`config.mk`:
```
export PLATFORM = sky130hd
export DESIGN_NAME = bpfa_divider
export DESIGN_NICKNAME = d
export VERILOG_FILES = /design/src/hw/rtl/bpfa_pkg.sv /design/src/hw/rtl/bpfa_divider.sv
export SDC_FILE = /design/constraint.sdc
export NUM_CORES = 1
export LEC_CHECK = 0
export ABC_AREA = 0
export ABC_CLOCK_PERIOD_IN_PS = 900
export BUFFER_PORTS_ARGS = -buffer_cell sky130_fd_sc_hd__buf_4
export CORE_ASPECT_RATIO = 1.75
export CORE_MARGIN = 1
export CORE_UTILIZATION = 47
export CTS_BUF_LIST = sky130_fd_sc_hd__clkbuf_2
export DETAILED_ROUTE_END_ITERATION = 6
export PLACE_DENSITY = 0.86
export SETUP_SLACK_MARGIN = 0.05
export SKIP_LAST_GASP = 1
export SLEW_MARGIN = 20
export SYNTH_ARGS = -nofsm -noshare
export SYNTH_HDL_FRONTEND = slang
export SYNTH_SLANG_ARGS = --single-unit
```
`constraint.sdc`:
```
create_clock -name clock -period 0.9 [get_ports clock]
set_input_delay 0.135 -clock clock [delete_from_list [all_inputs] [get_ports clock]]
set_output_delay 0.135 -clock clock [all_outputs]
set_load 0.01 [all_outputs]
```
`src/hw/rtl/bpfa_pkg.sv`:
```
// ----------------------------------------------------------------------------
// bpfa_pkg
// Shared types and codes for the bitmap page-frame allocator: request and
// response beat layouts, mode and status codes, bitmap word geometry.
// ----------------------------------------------------------------------------
package bpfa_pkg;

   // bitmap word geometry: one memory word holds this many block bits
   localparam int WORD_BITS  = 64;
   localparam int BIT_SEL_W  = 6;

   // payload widths
   localparam int MODE_W     = 2;
   localparam int ADDR_W     = 32;
   localparam int STATUS_W   = 2;
   localparam int COUNT_W    = 19;

   // request modes
   localparam logic [MODE_W-1:0] MODE_ALLOC   = 2'd0;
   localparam logic [MODE_W-1:0] MODE_FREE    = 2'd1;
   localparam logic [MODE_W-1:0] MODE_RESERVE = 2'd2;
   localparam logic [MODE_W-1:0] MODE_RELEASE = 2'd3;

   // response status codes
   localparam logic [STATUS_W-1:0] STATUS_OK    = 2'd0;
   localparam logic [STATUS_W-1:0] STATUS_NOMEM = 2'd1;
   localparam logic [STATUS_W-1:0] STATUS_RANGE = 2'd2;

   typedef struct packed {
      logic [MODE_W-1:0] mode;
      logic [ADDR_W-1:0] address;
   } req_type;

   typedef struct packed {
      logic [STATUS_W-1:0] status;
      logic [ADDR_W-1:0]   block_address;
      logic [COUNT_W-1:0]  used_blocks;
   } rsp_type;

endpackage

```
`src/hw/rtl/bpfa_divider.sv`:
```
// ----------------------------------------------------------------------------
// bpfa_divider
// Division of a byte address by the constant block size through a reciprocal
// multiplication, registering the dividend and then the product with done.
// ----------------------------------------------------------------------------
module bpfa_divider #(
   parameter int DIVISOR = 4096
) (
   input  logic                         clock,
   input  logic                         reset,
   input  logic                         start,
   input  logic [bpfa_pkg::ADDR_W-1:0]  dividend,
   output logic                         done,
   output logic [bpfa_pkg::ADDR_W-1:0]  quotient
);

   // exact for every 32-bit dividend: q = (n * ceil(2^(32+l) / d)) >> (32+l),
   // l = ceil(log2 d); the reciprocal needs 33 bits
   localparam int NW     = bpfa_pkg::ADDR_W;
   localparam int SHIFT  = NW + $clog2(DIVISOR);
   localparam int PROD_W = 2 * NW + 1;
   localparam logic [63:0]   SCALE    = 64'd1 << SHIFT;
   localparam logic [63:0]   RECIP    = (SCALE + 64'(DIVISOR) - 64'd1) / 64'(DIVISOR);
   localparam logic [NW-1:0] RECIP_LO = RECIP[NW-1:0];
   localparam logic          RECIP_HI = RECIP[NW];

   logic                mul_ff, mul_in;
   logic                done_ff, done_in;
   logic [NW-1:0]       num_ff, num_in;
   logic [2*NW-1:0]     low_prod;
   logic [PROD_W-1:0]   prod_ff, prod_in;

   // capture the dividend, then one 32x32 multiply plus the top reciprocal bit
   always_comb begin
      mul_in   = start;
      done_in  = mul_ff;
      num_in   = start ? dividend : num_ff;
      low_prod = {{NW{1'b0}}, num_ff} * {{NW{1'b0}}, RECIP_LO};
      prod_in  = {1'b0, low_prod};
      if (RECIP_HI) begin
         prod_in = prod_in + {1'b0, num_ff, {NW{1'b0}}};
      end
   end

   // control state
   always_ff @(posedge clock) begin
      if (reset) begin
         mul_ff  <= 1'b0;
         done_ff <= 1'b0;
      end else begin
         mul_ff  <= mul_in;
         done_ff <= done_in;
      end
   end

   // datapath
   always_ff @(posedge clock) begin
      num_ff  <= num_in;
      prod_ff <= prod_in;
   end

   assign done     = done_ff;
   assign quotient = NW'(prod_ff >> SHIFT);

endmodule

```
* Yosys cells after proc, flatten, opt, wreduce, memory -nomap -nowiden *
Index checks and enable logic that the tools add are counted.

storage, ports and cells
  register bits = 66
  bits of input ports = 35
  output and inout port bits = 33
  logic and storage cells = 4

* Longest topological paths before layout *
Gate-level depths: netlist of run 1.

  depth in word-level cells = 0
  depth in mapped cells = 1
  gate-level depth less buffers = 1

* Worst setup path before layout of run 1 *
OpenSTA, ideal clock, no wires.

  path type = reg2reg
  start = reg mul_ff, in the netlist done_in
  end = reg done_ff, in the netlist done
  setup time = 114 ps
  data arrival time = 376 ps
  data required time = 786 ps
  setup slack = 410 ps
  stages on the path, launching flop included = 2
  path buffers = 0
  period minus slack after synthesis = 490 ps
  path through = dfxtp_1 -> nor2b_1

RTL lines
  element                   RTL line            text
  start: declaration        bpfa_divider.sv:27  logic mul_ff, mul_in;
  start signal: assignment  bpfa_divider.sv:51  mul_ff <= mul_in;
  end signal: assignment    bpfa_divider.sv:52  done_ff <= done_in;
  end: declaration          bpfa_divider.sv:28  logic done_ff, done_in;

No word-level cell between the ends.

* Final worst setup path of run 1 *
  start = reg prod_ff[62]
  end = out quotient[18] (netlist name)

RTL lines
  element                   RTL line            text
  start: declaration        bpfa_divider.sv:31  logic [PROD_W-1:0] prod_ff, prod_in;
  start signal: assignment  bpfa_divider.sv:59  prod_ff <= prod_in;
  end: declaration          bpfa_divider.sv:14  output logic [bpfa_pkg::ADDR_W-1:0] quotient

No word-level cell between the ends.

==> flow_summary.toml, run 1 <==
[cts]
cts-root-buf = "clkbuf_2"
cts_setup_buffers = 0
cts_tree = "yes"
clk_path_buf_depth = 2
cts.sinks = 42
path_clk_slew_ns = 0.19
cts_max_level = 2
cts_buffers = 5
clock_latency_ns = 0.39

[worst_setup_path]
required_ns = 0.76
critPathMaxStageDelay_ns = 0.36
cp.depth = 1
startpoint = "prod_ff[62]"
path_buf_inv = 1
r2r_slack_ns = 0.36
r2r_cells = 1
path_class = "reg2out"
crit_path_end = "quotient[18]"
rr_startpoint = "done_in"
cp.arrival_ns = 0.86
rr_endpoint = "done"
cp_slowest_cell = "dfxtp_2"
endpoint_kind = "primary output"
startpoint_type = "flop"
critPathMaxFanout = 1
crit_family = "flip-flops"
cp_cell_sequence = "buf_6"

[hold_path]
min-delay-start = "start"
hold_class = "in2reg"

[timing]
hold_viol = 0
holdWs_ns = 0.1244
slew_viol_final = 0
min_period_ns = 0.9919
setup_tns_ns = -1.727
fmax_mhz = 1008
setup_viol = 21
min_period_over_period_pct = 110.2
rsz0062_at_grt = "true"
setup_ws_ns = -0.09195
finClkSkew_ns = 0.01056

[routing]
dr.pass1.iters = 4
drtAntennaViolNets = 0
drt_iter0_drc = 10
highest_layer = "met4"
wl_per_cell_um = 13.38
vias = 630
remaining_drc_errors = 0
vias_per_cell = 4.118
route.met2.wl_mm = 1.076
dr_wl_met3_um = 150
routedLengthMet1_um = 748
finalWirelength_mm = 2.047

[grt]
globalRouteTotalUtil_pct = 19.87
grt_max_degree = 22
grt_pass1_wl_mm = 3.146
grt_pass1_vias = 643
grt_antenna_before_repair = 0
gr-total-overflow = 0

[floorplan]
core_area_um2 = 2302
die_area_um2 = 2651
initial_core_util_pct = 49.84
num_rows = 23
io_pins = 68
die_y_um = 67.36
die_x_um = 39.35

[logic_synthesis]
synth-seq-cells = 42
ys_warn_count = 0
yosysSeqAreaShare_pct = 90.73
syn_inst = 57
netlist_area_um2 = 1147
synth.distinct_cells = 5
synth.avg_cell_area_um2 = 20.13

[status]
violations = "negative setup slack"
status = "complete, but fails checks"

[placed_design]
routabilityCongestion = 0.6048
portBuffers = 43

[finish]
diodes = 0
layout-drive-gt1-share_pct = 55.47
nFillCells = 110
nNetsFinal = 162
area_delta_synth_final_pct = 59.65

[run]
max_cap_violations = 0

[power]
ir_worst_vdd_mv = 2.421
p_per_area_nw_per_um2 = 1994
cellLeakagePower_uw = 0.0007886
-- logic make-up (layout without fill, tap and decap cells) --
group | count (synthesis) | after routing | synth area share, %
flip-flops | 42 | 42 | 90.73
buffers and inverters | 12 | 72 | 7.852
AND/OR/NAND/NOR | 2 | 2 | 1.090
other | 1 | 12 | 0.3268
-- routing by layer --
metal / vias up / track usage (%)
li1: 306 / -
met1: 278 / 22.14
met2: 38 / 30.00
met3: 8 / 6.579
met4: 0 / 15.52
met5: - / 0
-- through the flow --
step / util (%) / total power (µW) / cell area (µm²) / cells / setup slack, ns
floorplan: - / 2328 / 1189 / 68 / 0.4105
finish: 79.57 / 3652 / 1832 / 153 / -0.09195
global placement: 63.10 / 2481 / 1453 / 124 / 0.2091
CTS: 79.24 / 3648 / 1824 / 153 / -0.1119
global route: 79.57 / 3814 / 1832 / 153 / -0.1654
detailed placement: 63.10 / 2495 / 1453 / 124 / 0.1919
-- layout by cell type (no fill, tap or decap) --
cell and instances:
bufinv_16 1, buf_4 22, conb_1 12, buf_6 21
edfxtp_1 20, nor2b_1 2, clkbuf_2 7, dfxtp_1 2
dfxtp_2 20, dlygate4sd3_1 21
-- repair_timing --
action                                 4_1_cts  5_1_grt
cloned                                       0        0
setup endpoints to repair                   21       21
gates resized for setup                     35        6
hold buffers                                21        0
endpoints found under the hold margin       22        0
-- registers in the layout, summed over array words and instances (netlist names) --
signal / cells
num_ff: 20
prod_ff: 20
done: 1
done_in: 1
-- power breakdown --
part / internal [µW] / total [µW] / switching [µW]
clock network: 495 / 1050 / 554
logic: 248 / 384 / 135
registers: 2170 / 2220 / 50.9
total: 2910 / 3650 / 739
-- layout make-up --
cell class | count | area [µm²] | area share, %
Sequential cell | 42 | 1066 | 58.20
Timing Repair Buffer | 64 | 611.8 | 33.40
Multi-Input combinational cell | 14 | 57.56 | 3.142
Clock buffer | 7 | 35.03 | 1.913
Tap cell | 25 | 31.28 | 1.708
Clock inverter | 1 | 30.03 | 1.639
-- synth_stat cells --
cell	count	share of area [%]
nor2b_1	2	1.1
buf_4	12	7.9
dfxtp_1	22	38
edfxtp_1	20	52
conb_1	1	0.33
-- worst min path at each step --
stage            endpoint  slack (ns)  depth (start not counted)
3_5_place_dp         done        0.31                          2
3_3_place_gp      done_in        0.30                          2
2_1_floorplan        done        0.21                          1
5_1_grt        num_ff[19]        0.08                          1
6_report       num_ff[29]        0.12                          1
4_1_cts        num_ff[19]        0.10                          1
(Power assumes the default switching activity.)
==> run 2: changes to the inputs <==
--- a/config.mk
+++ b/config.mk
@@ -5,7 +5,7 @@
 export SDC_FILE = /design/constraint.sdc
 export NUM_CORES = 1
 export LEC_CHECK = 0
-export ABC_AREA = 0
+export ABC_AREA = 1
 export ABC_CLOCK_PERIOD_IN_PS = 900
 export BUFFER_PORTS_ARGS = -buffer_cell sky130_fd_sc_hd__buf_4
 export CORE_ASPECT_RATIO = 1.75
==> flow_summary.toml, run 2 <==
[status]
status = "complete, but fails checks"
violations = "negative setup slack"

[hold_path]
worstHoldPathCells = 3
hold_class = "in2reg"

[timing]
min_period_over_period_pct = 110.6
setup_viol = 21
hold_viol = 0
rsz0062_at_grt = "true"
slew_viol_final = 0
min_period_ns = 0.9955
finClkSkew_ns = 0.01305
setup_ws_ns = -0.09554
fmax_mhz = 1004

[placed_design]
portBuffers = 43
dp_hpwl_mm = 1.026
dpl_cell_area_um2 = 1455
dp_cells = 126
routabilityCongestion = 0.6029

[grt]
grt_pass1_wl_mm = 3.049
grt_max_degree = 22
globalRouteTotalUtil_pct = 18.59
grt_antenna_before_repair = 0
gr-total-overflow = 0
grt_pass1_vias = 650

[worst_setup_path]
required_ns = 0.76
cp.arrival_ns = 0.86
path_buf_inv = 1
endpoint_kind = "primary output"
cp.depth = 1
cp_cell_sequence = "buf_6"
crit_family = "flip-flops"
r2r_cells = 2
critPathMaxFanout = 1
cp_slowest_cell = "dfxtp_2"
startpoint_type = "flop"
path_class = "reg2out"
critPathMaxStageDelay_ns = 0.37

[finish]
nFillCells = 133
final_cells = 155
final_common_cell = "buf_4"
area_delta_synth_final_pct = 57.56
layout-drive-gt1-share_pct = 55.38
final_cell_mix = "buf_4, dfxtp_2, dlygate4sd3_1, buf_6, edfxtp_1"
nNetsFinal = 164
reg.largest.list = "num_ff x20, prod_ff x20"
design_area_um2 = 1812
diodes = 0
multiInputGateArea_um2 = 52.55
final_util_pct = 78.70
regArea_um2 = 1067

[logic_synthesis]
synth-seq-cells = 42
ys_async_sr_fraction_pct = 0
synth_top_cell_by_area = "edfxtp_1"
yosysSeqAreaShare_pct = 90.53
netlist_area_um2 = 1150
ys.flop_type = "dfxtp_1"
ys_warn_count = 0
synth_edf_count = 20
synth_common_cells = "dfxtp_1, edfxtp_1, buf_4"
synth.most_common_cell = "dfxtp_1"
synth_top_area_share_pct = 52.23
synth.distinct_cells = 6
syn_inst = 59
synth.avg_cell_area_um2 = 19.49
ys_top_cells_by_area = "edfxtp_1, dfxtp_1, buf_4"

[floorplan]
num_rows = 23
die_y_um = 67.43
initial_core_util_pct = 49.95
die_x_um = 39.39
die_area_um2 = 2656
core_area_um2 = 2302
io_pins = 68

[routing]
drtAntennaViolNets = 0
wl_per_cell_um = 12.99
dr.pass1.iters = 2
finalWirelength_mm = 2.014
vias_per_cell = 4.110
vias = 637
remaining_drc_errors = 0
drt_iter0_drc = 11

[cts]
cts_max_level = 2
clk_path_buf_depth = 2
cts_setup_buffers = 0
path_clk_slew_ns = 0.20
clock_latency_ns = 0.38
cts_buffers = 5
cts_tree = "yes"
cts-root-buf = "clkbuf_2"
cts.sinks = 42

[run]
max_cap_violations = 0

[power]
cellLeakagePower_uw = 0.0007823
p_per_area_nw_per_um2 = 1854
power_uw = 3359
ir_worst_vdd_mv = 1.716
-- run 2: changes by cell type in the layout (fill, tap and decap cells not counted), moves of 2 or more --
cell,delta
clkbuf_2,-2
inv_1,+2
nor2_1,+2
nor2b_1,-2
-- run 2: kinds of logic after synthesis --
| group | after synthesis | share of synthesized area, % |
|---|---|---|
| buf+inv | 14 | 8.488 |
| flops | 42 | 90.53 |
| other cells | 1 | 0.3261 |
| simple gates | 2 | 0.6531 |
-- run 2: what timing repair did --
action	CTS	global route
resized for setup	35	7
endpoints found under the hold margin	22	0
endpoints found under the setup margin	21	21
hold buffers	21	0
-- run 2: worst paths after layout --
check | start | to | slack (ns)
worst max register to register | done_in | done | 0.33
worst max-delay path | prod_ff[49] | quotient[5] | -0.1
worst min register to register | num_ff[14] | prod_ff[46] | 0.36
worst min-delay path | start | done_in | 0.08
-- run 2: final cells by class --
class                           instances  share of cell area, %
Timing Repair Buffer                   64                  33.77
Clock inverter                          3                 0.8978
Tap cell                               25                  1.727
Clock buffer                            5                  1.381
Inverter                                2                 0.4144
Multi-Input combinational cell         14                  2.901
Sequential cell                        42                  58.91
-- run 2: per-stage QoR --
stage	hold slack [ns]	setup slack, ns	setup TNS, ns
floorplan	0.2062	0.4342	0
global placement	0.2997	0.2088	0
detailed placement	0.3087	0.1853	0
CTS	0.05566	-0.1207	-2.233
global route	0.04822	-0.1579	-2.917
finish	0.08207	-0.09554	-1.743
-- run 2: power by group --
group	internal (µW)	switching, µW	total, µW
Combinational	248	135	383
Sequential	2170	53.0	2220
Clock	180	574	754
Total	2600	762	3360
-- run 2: routing by layer --
metal	vias to the layer above	share of wire, %	wire length (µm)	track usage, %
li1	309	-	-	-
met3	5	6.3	126	5.921
met2	38	53	1070	27.71
met4	0	2.5	50	12.93
met1	285	38	767	22.12
met5	-	0	0	0
